### src/ocp_pkg.sv
// ----------------------------------------------------------------------------
// ocp_pkg
// Shared types, constants and coordinate helpers for the outline to cubic
// path converter.
// ----------------------------------------------------------------------------
package ocp_pkg;

    // field widths
    localparam int W_IN  = 24;  // outline point, wrap point and origin fields
    localparam int W_ST  = 26;  // held coordinate, in units of three output units
    localparam int W_OUT = 32;  // result coordinate

    // result queue, depth must be a power of two
    localparam int FIFO_DEPTH = 4;
    localparam int FIFO_AW    = $clog2(FIFO_DEPTH);
    localparam int FIFO_CW    = $clog2(FIFO_DEPTH + 1);

    typedef logic signed [W_IN-1:0]  t_in_coord;
    typedef logic signed [W_ST-1:0]  t_coord;
    typedef logic signed [W_OUT-1:0] t_word;

    // point tags
    localparam logic [1:0] TAG_CONIC = 2'd0;
    localparam logic [1:0] TAG_CUBIC = 2'd2;

    // pending count: one more than the number of pending points
    localparam logic [1:0] PC_ONE   = 2'd1;
    localparam logic [1:0] PC_TWO   = 2'd2;
    localparam logic [1:0] PC_THREE = 2'd3;

    // path command kinds
    typedef enum logic [1:0] {
        KIND_MOVE  = 2'd0,
        KIND_LINE  = 2'd1,
        KIND_CUBIC = 2'd2,
        KIND_CLOSE = 2'd3
    } t_kind;

    typedef struct packed {
        t_in_coord  point_x;
        t_in_coord  point_y;
        logic [1:0] tag;
        logic       contour_first;
        logic       contour_last;
        t_in_coord  wrap_x;
        t_in_coord  wrap_y;
        t_in_coord  origin_x;
        t_in_coord  origin_y;
    } t_item;

    typedef struct packed {
        t_coord x;
        t_coord y;
    } t_point;

    // converter state, coordinates held in units of three
    typedef struct packed {
        t_point     start;
        t_point     c0;      // current pen point
        t_point     c1;      // first pending point
        t_point     c2;      // second pending point
        logic [1:0] pc;
    } t_state;

    // converter state after reset: pen and start at (0,0), nothing pending
    localparam t_state ST_RESET = '{start: '0, c0: '0, c1: '0, c2: '0, pc: PC_ONE};

    typedef struct packed {
        t_kind kind;
        t_word p1_x;
        t_word p1_y;
        t_word p2_x;
        t_word p2_y;
        t_word p3_x;
        t_word p3_y;
        logic  last_of_run;
    } t_result;

    // results handed to the queue in one cycle
    typedef struct packed {
        logic [1:0] count;
        t_result    res0;
        t_result    res1;
    } t_push;

    // held coordinate to output units: times three
    function automatic t_word f_act(input t_coord a);
        t_word v;
        v = W_OUT'(a);
        return (v <<< 1) + v;
    endfunction

    // degree raising term 2a + b, in output units
    function automatic t_word f_raise(input t_coord a, input t_coord b);
        return (W_OUT'(a) <<< 1) + W_OUT'(b);
    endfunction

    // midpoint of two even held coordinates, exact
    function automatic t_coord f_mid(input t_coord a, input t_coord b);
        logic signed [W_ST:0] s;
        s = (W_ST+1)'(a) + (W_ST+1)'(b);
        return s[W_ST:1];
    endfunction

    function automatic t_result f_cmd(input t_kind k,
                                      input t_word a, input t_word b,
                                      input t_word c, input t_word d,
                                      input t_word e, input t_word f);
        t_result r;
        r.kind        = k;
        r.p1_x        = a;
        r.p1_y        = b;
        r.p2_x        = c;
        r.p2_y        = d;
        r.p3_x        = e;
        r.p3_y        = f;
        r.last_of_run = 1'b0;
        return r;
    endfunction

endpackage

### src/ocp_point_if.sv
// ----------------------------------------------------------------------------
// ocp_point_if
// Outline point channel: valid/ready handshake with one outline point word.
// ----------------------------------------------------------------------------
interface ocp_point_if
    import ocp_pkg::*;
();
    logic       valid;
    logic       ready;
    t_in_coord  point_x;
    t_in_coord  point_y;
    logic [1:0] tag;
    logic       contour_first;
    logic       contour_last;
    t_in_coord  wrap_x;
    t_in_coord  wrap_y;
    t_in_coord  origin_x;
    t_in_coord  origin_y;

    modport source (
        output valid, point_x, point_y, tag, contour_first, contour_last,
               wrap_x, wrap_y, origin_x, origin_y,
        input  ready
    );

    modport sink (
        input  valid, point_x, point_y, tag, contour_first, contour_last,
               wrap_x, wrap_y, origin_x, origin_y,
        output ready
    );
endinterface

### src/ocp_cmd_if.sv
// ----------------------------------------------------------------------------
// ocp_cmd_if
// Path command channel: valid/ready handshake with one command word.
// ----------------------------------------------------------------------------
interface ocp_cmd_if
    import ocp_pkg::*;
();
    logic       valid;
    logic       ready;
    logic [1:0] kind;
    t_word      p1_x;
    t_word      p1_y;
    t_word      p2_x;
    t_word      p2_y;
    t_word      p3_x;
    t_word      p3_y;
    logic       last_of_run;

    modport source (
        output valid, kind, p1_x, p1_y, p2_x, p2_y, p3_x, p3_y, last_of_run,
        input  ready
    );

    modport sink (
        input  valid, kind, p1_x, p1_y, p2_x, p2_y, p3_x, p3_y, last_of_run,
        output ready
    );
endinterface

### src/ocp_step.sv
// ----------------------------------------------------------------------------
// ocp_step
// Single pass conversion of one outline point: next converter state and up
// to two path commands (body command, then contour close).
// ----------------------------------------------------------------------------
module ocp_step
    import ocp_pkg::*;
(
    input  t_item  i_item,
    input  t_state i_state,
    output t_state o_state,
    output t_push  o_push
);

    t_coord  qx, qy, qwx, qwy;
    t_point  p, s0, mid;
    t_state  st;
    t_result res_a, res_b;
    logic    has_a, has_b;
    logic    on_curve;

    // point mapped to units of three: 2 * (origin + x), 2 * (origin - y)
    assign qx  = W_ST'(i_item.origin_x) + W_ST'(i_item.point_x);
    assign qy  = W_ST'(i_item.origin_y) - W_ST'(i_item.point_y);
    assign qwx = W_ST'(i_item.origin_x) + W_ST'(i_item.wrap_x);
    assign qwy = W_ST'(i_item.origin_y) - W_ST'(i_item.wrap_y);
    assign p.x = qx <<< 1;
    assign p.y = qy <<< 1;

    // contour start, averaged with the wrap point when off-curve
    assign on_curve = i_item.tag[0];
    assign s0.x     = on_curve ? p.x : qx + qwx;
    assign s0.y     = on_curve ? p.y : qy + qwy;

    // body of the point
    always_comb begin
        st    = i_state;
        has_a = 1'b0;
        res_a = '0;
        mid   = '0;
        if (i_item.contour_first) begin
            st.start = s0;
            st.c0    = s0;
            st.pc    = PC_ONE;
            has_a    = 1'b1;
            res_a    = f_cmd(KIND_MOVE, f_act(s0.x), f_act(s0.y), '0, '0, '0, '0);
        end else begin
            case (i_state.pc)
                PC_TWO: begin
                    st.c2 = p;
                    if (i_item.tag == TAG_CUBIC) begin
                        st.pc = PC_THREE;
                    end else if (i_item.tag == TAG_CONIC) begin
                        mid.x = f_mid(i_state.c1.x, p.x);
                        mid.y = f_mid(i_state.c1.y, p.y);
                        has_a = 1'b1;
                        res_a = f_cmd(KIND_CUBIC,
                                      f_raise(i_state.c1.x, i_state.c0.x),
                                      f_raise(i_state.c1.y, i_state.c0.y),
                                      f_raise(i_state.c1.x, mid.x),
                                      f_raise(i_state.c1.y, mid.y),
                                      f_act(mid.x), f_act(mid.y));
                        st.c0 = mid;
                        st.c1 = p;
                        st.pc = PC_TWO;
                    end else begin
                        has_a = 1'b1;
                        res_a = f_cmd(KIND_CUBIC,
                                      f_raise(i_state.c1.x, i_state.c0.x),
                                      f_raise(i_state.c1.y, i_state.c0.y),
                                      f_raise(i_state.c1.x, p.x),
                                      f_raise(i_state.c1.y, p.y),
                                      f_act(p.x), f_act(p.y));
                        st.c0 = p;
                        st.pc = PC_ONE;
                    end
                end
                PC_THREE: begin
                    has_a = 1'b1;
                    if (i_item.tag == TAG_CUBIC) begin
                        // midpoint of the last two cubic controls ends a cubic
                        mid.x = f_mid(i_state.c2.x, p.x);
                        mid.y = f_mid(i_state.c2.y, p.y);
                        res_a = f_cmd(KIND_CUBIC,
                                      f_act(i_state.c1.x), f_act(i_state.c1.y),
                                      f_act(i_state.c2.x), f_act(i_state.c2.y),
                                      f_act(mid.x), f_act(mid.y));
                        st.c0 = mid;
                        st.c1 = p;
                        st.pc = PC_TWO;
                    end else if (i_item.tag == TAG_CONIC) begin
                        // first two pending points raised as a quadratic
                        mid.x = f_mid(i_state.c1.x, i_state.c2.x);
                        mid.y = f_mid(i_state.c1.y, i_state.c2.y);
                        res_a = f_cmd(KIND_CUBIC,
                                      f_raise(i_state.c1.x, i_state.c0.x),
                                      f_raise(i_state.c1.y, i_state.c0.y),
                                      f_raise(i_state.c1.x, mid.x),
                                      f_raise(i_state.c1.y, mid.y),
                                      f_act(mid.x), f_act(mid.y));
                        st.c0 = mid;
                        st.c1 = p;
                        st.pc = PC_TWO;
                    end else begin
                        res_a = f_cmd(KIND_CUBIC,
                                      f_act(i_state.c1.x), f_act(i_state.c1.y),
                                      f_act(i_state.c2.x), f_act(i_state.c2.y),
                                      f_act(p.x), f_act(p.y));
                        st.c0 = p;
                        st.pc = PC_ONE;
                    end
                end
                default: begin
                    // nothing pending
                    st.c1 = p;
                    if (on_curve) begin
                        has_a = 1'b1;
                        res_a = f_cmd(KIND_LINE, f_act(p.x), f_act(p.y),
                                      '0, '0, '0, '0);
                        st.c0 = p;
                        st.pc = PC_ONE;
                    end else begin
                        st.pc = PC_TWO;
                    end
                end
            endcase
        end
    end

    // contour close
    always_comb begin
        o_state = st;
        has_b   = i_item.contour_last;
        res_b   = '0;
        if (i_item.contour_last) begin
            case (st.pc)
                PC_TWO: begin
                    res_b = f_cmd(KIND_CUBIC,
                                  f_raise(st.c1.x, st.c0.x), f_raise(st.c1.y, st.c0.y),
                                  f_raise(st.c1.x, st.start.x),
                                  f_raise(st.c1.y, st.start.y),
                                  f_act(st.start.x), f_act(st.start.y));
                end
                PC_THREE: begin
                    res_b = f_cmd(KIND_CUBIC,
                                  f_act(st.c1.x), f_act(st.c1.y),
                                  f_act(st.c2.x), f_act(st.c2.y),
                                  f_act(st.start.x), f_act(st.start.y));
                end
                default: begin
                    res_b = f_cmd(KIND_CLOSE, '0, '0, '0, '0, '0, '0);
                end
            endcase
            o_state.c0 = st.start;
            o_state.pc = PC_ONE;
        end
    end

    // pack results, final one flagged
    always_comb begin
        o_push.count            = {1'b0, has_a} + {1'b0, has_b};
        o_push.res0             = has_a ? res_a : res_b;
        o_push.res0.last_of_run = !(has_a && has_b);
        o_push.res1             = res_b;
        o_push.res1.last_of_run = 1'b1;
    end

endmodule

### src/ocp_result_fifo.sv
// ----------------------------------------------------------------------------
// ocp_result_fifo
// Small result queue: takes up to two commands a cycle, hands one a cycle
// to the command channel while the channel is ready.
// ----------------------------------------------------------------------------
module ocp_result_fifo
    import ocp_pkg::*;
(
    input  logic         i_clk,
    input  logic         i_rst_n,
    input  t_push        i_push,
    output logic         o_room,
    ocp_cmd_if.source    o_cmd
);

    t_result              r_mem [FIFO_DEPTH];
    logic [FIFO_AW-1:0]   r_wr_ptr, r_rd_ptr;
    logic [FIFO_CW-1:0]   r_count, n_count;
    logic                 pop;
    t_result              head;

    assign pop     = o_cmd.valid && o_cmd.ready;
    assign o_room  = r_count <= FIFO_CW'(FIFO_DEPTH - 2);
    assign n_count = r_count + FIFO_CW'(i_push.count) - FIFO_CW'(pop);

    // pointers and fill level
    always_ff @(posedge i_clk) begin
        if (!i_rst_n) begin
            r_wr_ptr <= '0;
            r_rd_ptr <= '0;
            r_count  <= '0;
        end else begin
            r_wr_ptr <= r_wr_ptr + FIFO_AW'(i_push.count);
            r_rd_ptr <= r_rd_ptr + FIFO_AW'(pop);
            r_count  <= n_count;
        end
    end

    // entry writes
    always_ff @(posedge i_clk) begin
        if (i_push.count != 2'd0) begin
            r_mem[r_wr_ptr] <= i_push.res0;
        end
        if (i_push.count == 2'd2) begin
            r_mem[r_wr_ptr + FIFO_AW'(1)] <= i_push.res1;
        end
    end

    // head of queue to the channel
    assign head              = r_mem[r_rd_ptr];
    assign o_cmd.valid       = r_count != '0;
    assign o_cmd.kind        = head.kind;
    assign o_cmd.p1_x        = head.p1_x;
    assign o_cmd.p1_y        = head.p1_y;
    assign o_cmd.p2_x        = head.p2_x;
    assign o_cmd.p2_y        = head.p2_y;
    assign o_cmd.p3_x        = head.p3_x;
    assign o_cmd.p3_y        = head.p3_y;
    assign o_cmd.last_of_run = head.last_of_run;

endmodule

### src/outline_to_cubic_path.sv
// ----------------------------------------------------------------------------
// outline_to_cubic_path
// Converts a stream of glyph outline points into move, line, cubic and close
// path commands, in output units of one sixth of an input unit, y down.
//
// Usage:
//   i_point carries one outline point word per handshake; o_cmd carries one
//   path command word per handshake. A point gives zero, one or two
//   commands; last_of_run marks the final command a point produced.
//   Flow: a taken point waits in the input register; once the queue has
//   room for two commands it is converted and its commands enter a 4-entry
//   result queue, whose head is presented on o_cmd. The whole conversion is
//   combinational between the input register and the queue, which takes two
//   commands a cycle and gives one while o_cmd.ready is high.
//   Throughput: one point per cycle while the queue has room for two
//   commands; the second command of a contour end is absorbed by the queue.
//   Stalls: when o_cmd.ready is low the queue fills and i_point.ready drops
//   once fewer than two entries are free; nothing is lost or repeated.
//   Reset: the queue empties, the pen point and contour start go to (0,0)
//   and no points are pending.
// ----------------------------------------------------------------------------
module outline_to_cubic_path
    import ocp_pkg::*;
(
    input  logic       i_clk,
    input  logic       i_rst_n,
    ocp_point_if.sink  i_point,
    ocp_cmd_if.source  o_cmd
);

    t_item  r_in;
    logic   r_in_valid;
    t_state r_state, n_state;
    t_push  step_push, push;
    logic   room, advance, accept;

    assign advance       = r_in_valid && room;
    assign i_point.ready = !r_in_valid || advance;
    assign accept        = i_point.valid && i_point.ready;

    // input word register
    always_ff @(posedge i_clk) begin
        if (accept) begin
            r_in.point_x       <= i_point.point_x;
            r_in.point_y       <= i_point.point_y;
            r_in.tag           <= i_point.tag;
            r_in.contour_first <= i_point.contour_first;
            r_in.contour_last  <= i_point.contour_last;
            r_in.wrap_x        <= i_point.wrap_x;
            r_in.wrap_y        <= i_point.wrap_y;
            r_in.origin_x      <= i_point.origin_x;
            r_in.origin_y      <= i_point.origin_y;
        end
    end

    // input valid and converter state
    always_ff @(posedge i_clk) begin
        if (!i_rst_n) begin
            r_in_valid <= 1'b0;
            r_state    <= ST_RESET;
        end else begin
            if (accept) begin
                r_in_valid <= 1'b1;
            end else if (advance) begin
                r_in_valid <= 1'b0;
            end
            if (advance) begin
                r_state <= n_state;
            end
        end
    end

    // one point converted per cycle while the queue has room
    ocp_step u_step (
        .i_item  (r_in),
        .i_state (r_state),
        .o_state (n_state),
        .o_push  (step_push)
    );

    always_comb begin
        push       = step_push;
        push.count = advance ? step_push.count : 2'd0;
    end

    // result queue toward the command channel
    ocp_result_fifo u_fifo (
        .i_clk   (i_clk),
        .i_rst_n (i_rst_n),
        .i_push  (push),
        .o_room  (room),
        .o_cmd   (o_cmd)
    );

endmodule
### src/flat_wrapper.sv
// flat-port wrapper written by rule: the top's interface ports become plain ports
module outline_to_cubic_path_flat import ocp_pkg::*;
  (i_clk, i_rst_n, i_point_valid, i_point_point_x, i_point_point_y, i_point_tag, i_point_contour_first, i_point_contour_last, i_point_wrap_x, i_point_wrap_y, i_point_origin_x, i_point_origin_y, i_point_ready, o_cmd_valid, o_cmd_kind, o_cmd_p1_x, o_cmd_p1_y, o_cmd_p2_x, o_cmd_p2_y, o_cmd_p3_x, o_cmd_p3_y, o_cmd_last_of_run, o_cmd_ready);
  ocp_point_if i_point_i ();
  ocp_cmd_if o_cmd_i ();
  input  logic i_clk;
  input  logic i_rst_n;
  input wire logic [$bits(i_point_i.valid)-1:0] i_point_valid;
  input wire logic [$bits(i_point_i.point_x)-1:0] i_point_point_x;
  input wire logic [$bits(i_point_i.point_y)-1:0] i_point_point_y;
  input wire logic [$bits(i_point_i.tag)-1:0] i_point_tag;
  input wire logic [$bits(i_point_i.contour_first)-1:0] i_point_contour_first;
  input wire logic [$bits(i_point_i.contour_last)-1:0] i_point_contour_last;
  input wire logic [$bits(i_point_i.wrap_x)-1:0] i_point_wrap_x;
  input wire logic [$bits(i_point_i.wrap_y)-1:0] i_point_wrap_y;
  input wire logic [$bits(i_point_i.origin_x)-1:0] i_point_origin_x;
  input wire logic [$bits(i_point_i.origin_y)-1:0] i_point_origin_y;
  output wire logic [$bits(i_point_i.ready)-1:0] i_point_ready;
  output wire logic [$bits(o_cmd_i.valid)-1:0] o_cmd_valid;
  output wire logic [$bits(o_cmd_i.kind)-1:0] o_cmd_kind;
  output wire logic [$bits(o_cmd_i.p1_x)-1:0] o_cmd_p1_x;
  output wire logic [$bits(o_cmd_i.p1_y)-1:0] o_cmd_p1_y;
  output wire logic [$bits(o_cmd_i.p2_x)-1:0] o_cmd_p2_x;
  output wire logic [$bits(o_cmd_i.p2_y)-1:0] o_cmd_p2_y;
  output wire logic [$bits(o_cmd_i.p3_x)-1:0] o_cmd_p3_x;
  output wire logic [$bits(o_cmd_i.p3_y)-1:0] o_cmd_p3_y;
  output wire logic [$bits(o_cmd_i.last_of_run)-1:0] o_cmd_last_of_run;
  input wire logic [$bits(o_cmd_i.ready)-1:0] o_cmd_ready;
  assign i_point_i.valid = i_point_valid;
  assign i_point_i.point_x = i_point_point_x;
  assign i_point_i.point_y = i_point_point_y;
  assign i_point_i.tag = i_point_tag;
  assign i_point_i.contour_first = i_point_contour_first;
  assign i_point_i.contour_last = i_point_contour_last;
  assign i_point_i.wrap_x = i_point_wrap_x;
  assign i_point_i.wrap_y = i_point_wrap_y;
  assign i_point_i.origin_x = i_point_origin_x;
  assign i_point_i.origin_y = i_point_origin_y;
  assign i_point_ready = i_point_i.ready;
  assign o_cmd_valid = o_cmd_i.valid;
  assign o_cmd_kind = o_cmd_i.kind;
  assign o_cmd_p1_x = o_cmd_i.p1_x;
  assign o_cmd_p1_y = o_cmd_i.p1_y;
  assign o_cmd_p2_x = o_cmd_i.p2_x;
  assign o_cmd_p2_y = o_cmd_i.p2_y;
  assign o_cmd_p3_x = o_cmd_i.p3_x;
  assign o_cmd_p3_y = o_cmd_i.p3_y;
  assign o_cmd_last_of_run = o_cmd_i.last_of_run;
  assign o_cmd_i.ready = o_cmd_ready;
  outline_to_cubic_path u_core (.i_clk(i_clk), .i_rst_n(i_rst_n), .i_point(i_point_i), .o_cmd(o_cmd_i));
endmodule
### config.mk
export PLATFORM = sky130hd
export DESIGN_NAME = outline_to_cubic_path_flat
export DESIGN_NICKNAME = d
export VERILOG_FILES = /design/src/ocp_pkg.sv /design/src/ocp_point_if.sv /design/src/ocp_cmd_if.sv /design/src/ocp_step.sv /design/src/ocp_result_fifo.sv /design/src/outline_to_cubic_path.sv /design/src/flat_wrapper.sv
export SDC_FILE = /design/constraint.sdc
export NUM_CORES = 2
export LEC_CHECK = 0
export BUFFER_PORTS_ARGS = -buffer_cell sky130_fd_sc_hd__buf_2
export CELL_PAD_IN_SITES_DETAIL_PLACEMENT = 1
export CELL_PAD_IN_SITES_GLOBAL_PLACEMENT = 2
export CORE_ASPECT_RATIO = 2
export CORE_MARGIN = 2
export CORE_UTILIZATION = 42
export DETAILED_ROUTE_END_ITERATION = 10
export PLACE_DENSITY_LB_ADDON = 0.1
export SLEW_MARGIN = 20
export SYNTH_ARGS = -nofsm -noshare
export SYNTH_HDL_FRONTEND = slang
export SYNTH_HIERARCHICAL = 1
export SYNTH_SLANG_ARGS = --single-unit
### constraint.sdc
create_clock -name i_clk -period 23.6 [get_ports i_clk]
set_input_delay 3.54 -clock i_clk [delete_from_list [all_inputs] [get_ports i_clk]]
set_output_delay 3.54 -clock i_clk [all_outputs]
set_load 0.1 [all_outputs]
==> impl_metrics.json <==
{
  "ys.flop_type": "edfxtp_1",
  "syn_inst": 11600,
  "whs_ps": 450,
  "cp_num_buf_inv": 4,
  "arrival_ps": 11500,
  "crit_fanout": 20,
  "coreArea_sq_mm": 0.256,
  "setup_viol": 0,
  "drc_errors": 0,
  "ctsResizeCount": 0,
  "r2r_setup_slack_ps": 12760,
  "tightest_slew_ps": 1310,
  "nNetsFinal": 13000,
  "dp_hpwl_um": 457000,
  "rsz0062_at_grt": "no",
  "overflow": 0,
  "dp_slack_ps": 12290,
  "area_delta_synth_final_pct": 9.51,
  "grt_max_degree": 146,
  "reg2reg_to": "u_core/u_fifo/r_mem[3][190]$_DFFE_PP_",
  "use_met2": 0.683,
  "die_y_um": 722,
  "async_flop_share": 0,
  "grt_use_met3": 0.0933,
  "initial_utilization": 0.422,
  "die_x_um": 363,
  "routedWlPerCell_um": 38.8,
  "fin_ws_ps": 12760,
  "drive_gt1_frac": 0.171,
  "fin_util": 0.462,
  "fin_crit_sh": 0.459,
  "routed_via_density": 6.86,
  "nFillCells": 29100,
  "clock-sinks": 1146,
  "ys_warn_count": 6,
  "synth.net_count": 12800,
  "grt_pass1_vias": 106000,
  "p_comb_frac": 0.705,
  "required_ps": 24270,
  "ctsRootBufferMaster": "clkbuf_16",
  "endpoint": "u_core/u_fifo/r_mem[3][190]$_DFFE_PP_",
  "crit_path_end_kind": "register",
  "p_leak_nw": 49.8,
  "p_per_area_mw_per_mm2": 133,
  "gr-usage-met1": 0.516,
  "startpoint": "u_core/r_in[24]$_DFFE_PP_",
  "insertion_delay_ps": 890,
  "start_kind": "register",
  "path_depth": 35,
  "critPathTopFamily": "compound AO/OA/AOI/OAI gates",
  "critPathKind": "reg2reg",
  "dieArea_sq_mm": 0.262,
  "fmax_mhz": 92.3,
  "synth_seq_cells": 1146,
  "postCtsSetupBuffers": 0,
  "synth_area_sq_mm": 0.108,
  "tns_ps": 0,
  "clk_path_buf_depth": 3,
  "track_usage": 0.439,
  "busiest_layer": "met2",
  "cts_made_buffers": 113,
  "gp_congestion": 1.06,
  "max_slew_margin": 0.119,
  "reg2reg_depth": 35,
  "p_sw_mw": 8.65,
  "rows": 263,
  "hold_path_class": "reg2reg",
  "ys_seq_area_frac": 0.298,
  "clkPwrFrac": 0.124,
  "hold_violations": 0,
  "grt_first_pass_wirelength_um": 815000,
  "seqPwrFrac": 0.171,
  "clk_pin_slew_ps": 70,
  "r2r-start": "u_core/r_in[24]$_DFFE_PP_",
  "slew_violations": 0,
  "crit_path_max_incr_delay_ps": 810,
  "top_level_ports": 349,
  "drt_first_iter_violations": 11200,
  "drv_cap": 0,
  "first_pass_iters": 7,
  "cp_slowest_cell": "o41ai_1",
  "switching_share": 0.549,
  "numPortBuffers": 348,
  "fin_crit_ps": 10840,
  "synthDistinctLibCells": 101,
  "status": "finished, final reports clean",
  "antenna_left": 0,
  "cts_hold_buffers": 0,
  "vias": 105000,
  "p_int_mw": 7.11,
  "syn-mean-instance-area_sq_um": 9.35,
  "htree_num_levels": 3,
  "antenna_found_initial": 49,
  "tritoncts": "built",
  "peakVddDrop_mv": 0.103,
  "finClkSkew_ps": 103,
  "synth-edff-count": 928,
  "routed_wl_um": 592000
}
-- synth_stat cells, types with 216 or more instances --
cell | count | area, sq um
edfxtp_1 | 928 | 27900
o21ai_0 | 705 | 3530
a21oi_1 | 899 | 4500
o21ai_1 | 216 | 1080
mux2_2 | 748 | 8420
nand2_1 | 971 | 3640
xor2_1 | 312 | 2730
a21o_1 | 437 | 3280
inv_1 | 456 | 1710
clkbuf_1 | 253 | 950
ha_1 | 963 | 12000
dfxtp_1 | 218 | 4360
nor2_1 | 766 | 2880
nand4_1 | 264 | 1650
xnor2_1 | 447 | 3920
-- layout make-up --
cell class / count / area [sq um] / share of cell area
Sequential cell: 1146 / 32200 / 0.272
Antenna cell: 28 / 70.1 / 0.000592
Multi-Input combinational cell: 9386 / 71700 / 0.606
Tap cell: 3312 / 4140 / 0.0350
Clock inverter: 87 / 933 / 0.00788
Timing Repair Buffer: 725 / 4680 / 0.0395
Clock buffer: 125 / 2890 / 0.0244
Inverter: 459 / 1730 / 0.0146
-- through the flow --
step	cells	power, mW	instance area (sq um)
finish	15300	15.8	118000
CTS	15200	15.4	118000
global placement	15000	13.1	114000
detailed placement	15000	13.4	114000
floorplan	11600	9.74	108000
global route	15300	16.3	118000
-- power by group through the flow --
stage / clock network, mW / registers (mW) / logic, mW
finish: 1.96 / 2.70 / 11.1
global route: 2.03 / 2.71 / 11.5
CTS: 1.98 / 2.70 / 10.7
detailed placement: 0 / 2.74 / 10.6
global placement: 0 / 2.72 / 10.4
floorplan: 0 / 2.73 / 7.01
-- flip-flops by register name, indices dropped and copies added (netlist names) --
| name | flops |
|---|---|
| u_core/u_fifo/r_count | 3 |
| u_core/r_in | 148 |
| u_core/u_fifo/r_wr_ptr | 2 |
| u_core/u_fifo/r_rd_ptr | 2 |
| u_core/r_in_valid | 1 |
| u_core/u_fifo/r_mem | 780 |
| u_core/r_state | 210 |
-- routing by layer --
metal | wire, um | share of wire
met5 | 187 | 0.00032
met4 | 60300 | 0.10
met3 | 50700 | 0.086
met2 | 262000 | 0.44
met1 | 219000 | 0.37
-- logic make-up (layout without fill, tap and decap cells) --
logic type	after synthesis	after routing	share of synthesized area
other	1	29	0.0000347
buffers and inverters	1026	1396	0.0426
AOI/OAI and AO/OA	3627	3627	0.215
xor gates and xnor gates	761	761	0.0619
muxes	1062	1062	0.130
DFF	1146	1146	0.298
and+or+nand+nor	2885	2885	0.125
adders and majority gates	1050	1050	0.128
-- how the worst min path moves through the flow --
stage                                     startpoint                                to  slack, ps  cells past startpoint
floorplan           u_core/r_state[159]$_SDFFE_PN0P_  u_core/r_state[159]$_SDFFE_PN0P_        430                      2
global placement    u_core/r_state[159]$_SDFFE_PN0P_  u_core/r_state[159]$_SDFFE_PN0P_        430                      2
detailed placement  u_core/r_state[166]$_SDFFE_PN0P_  u_core/r_state[166]$_SDFFE_PN0P_        440                      2
CTS                 u_core/r_state[166]$_SDFFE_PN0P_  u_core/r_state[166]$_SDFFE_PN0P_        450                      2
global route        u_core/r_state[175]$_SDFFE_PN0P_  u_core/r_state[175]$_SDFFE_PN0P_        470                      2
finish              u_core/r_state[166]$_SDFFE_PN0P_  u_core/r_state[166]$_SDFFE_PN0P_        450                      2
-- cells in the final DEF (no fill, tap or decap), types with 112 or more instances in the layout --
cell type    n
a211oi_1   121
a21o_1     437
a21oi_1    890
buf_2      348
buf_4      367
clkbuf_16  114
dfxtp_1    213
edfxtp_1   928
ha_1       963
inv_1      453
mux2_2     748
mux4_2     195
nand2_1    955
nand2b_1   128
nand3_1    169
nand4_1    264
nor2_1     734
nor2b_1    112
nor3_1     137
o21a_1     155
o21ai_0    673
o21ai_1    244
xnor2_1    442
xor2_1     308
-- worst min-delay path, delay by kind of cell (launching register included) --
kind | cells | cell delay (ps)
AO/OA/AOI/OAI | 1 | 50
flip-flops | 1 | 310
AND/OR/NAND/NOR | 1 | 50
No activity file was read; power rests on OpenSTA's default activity.
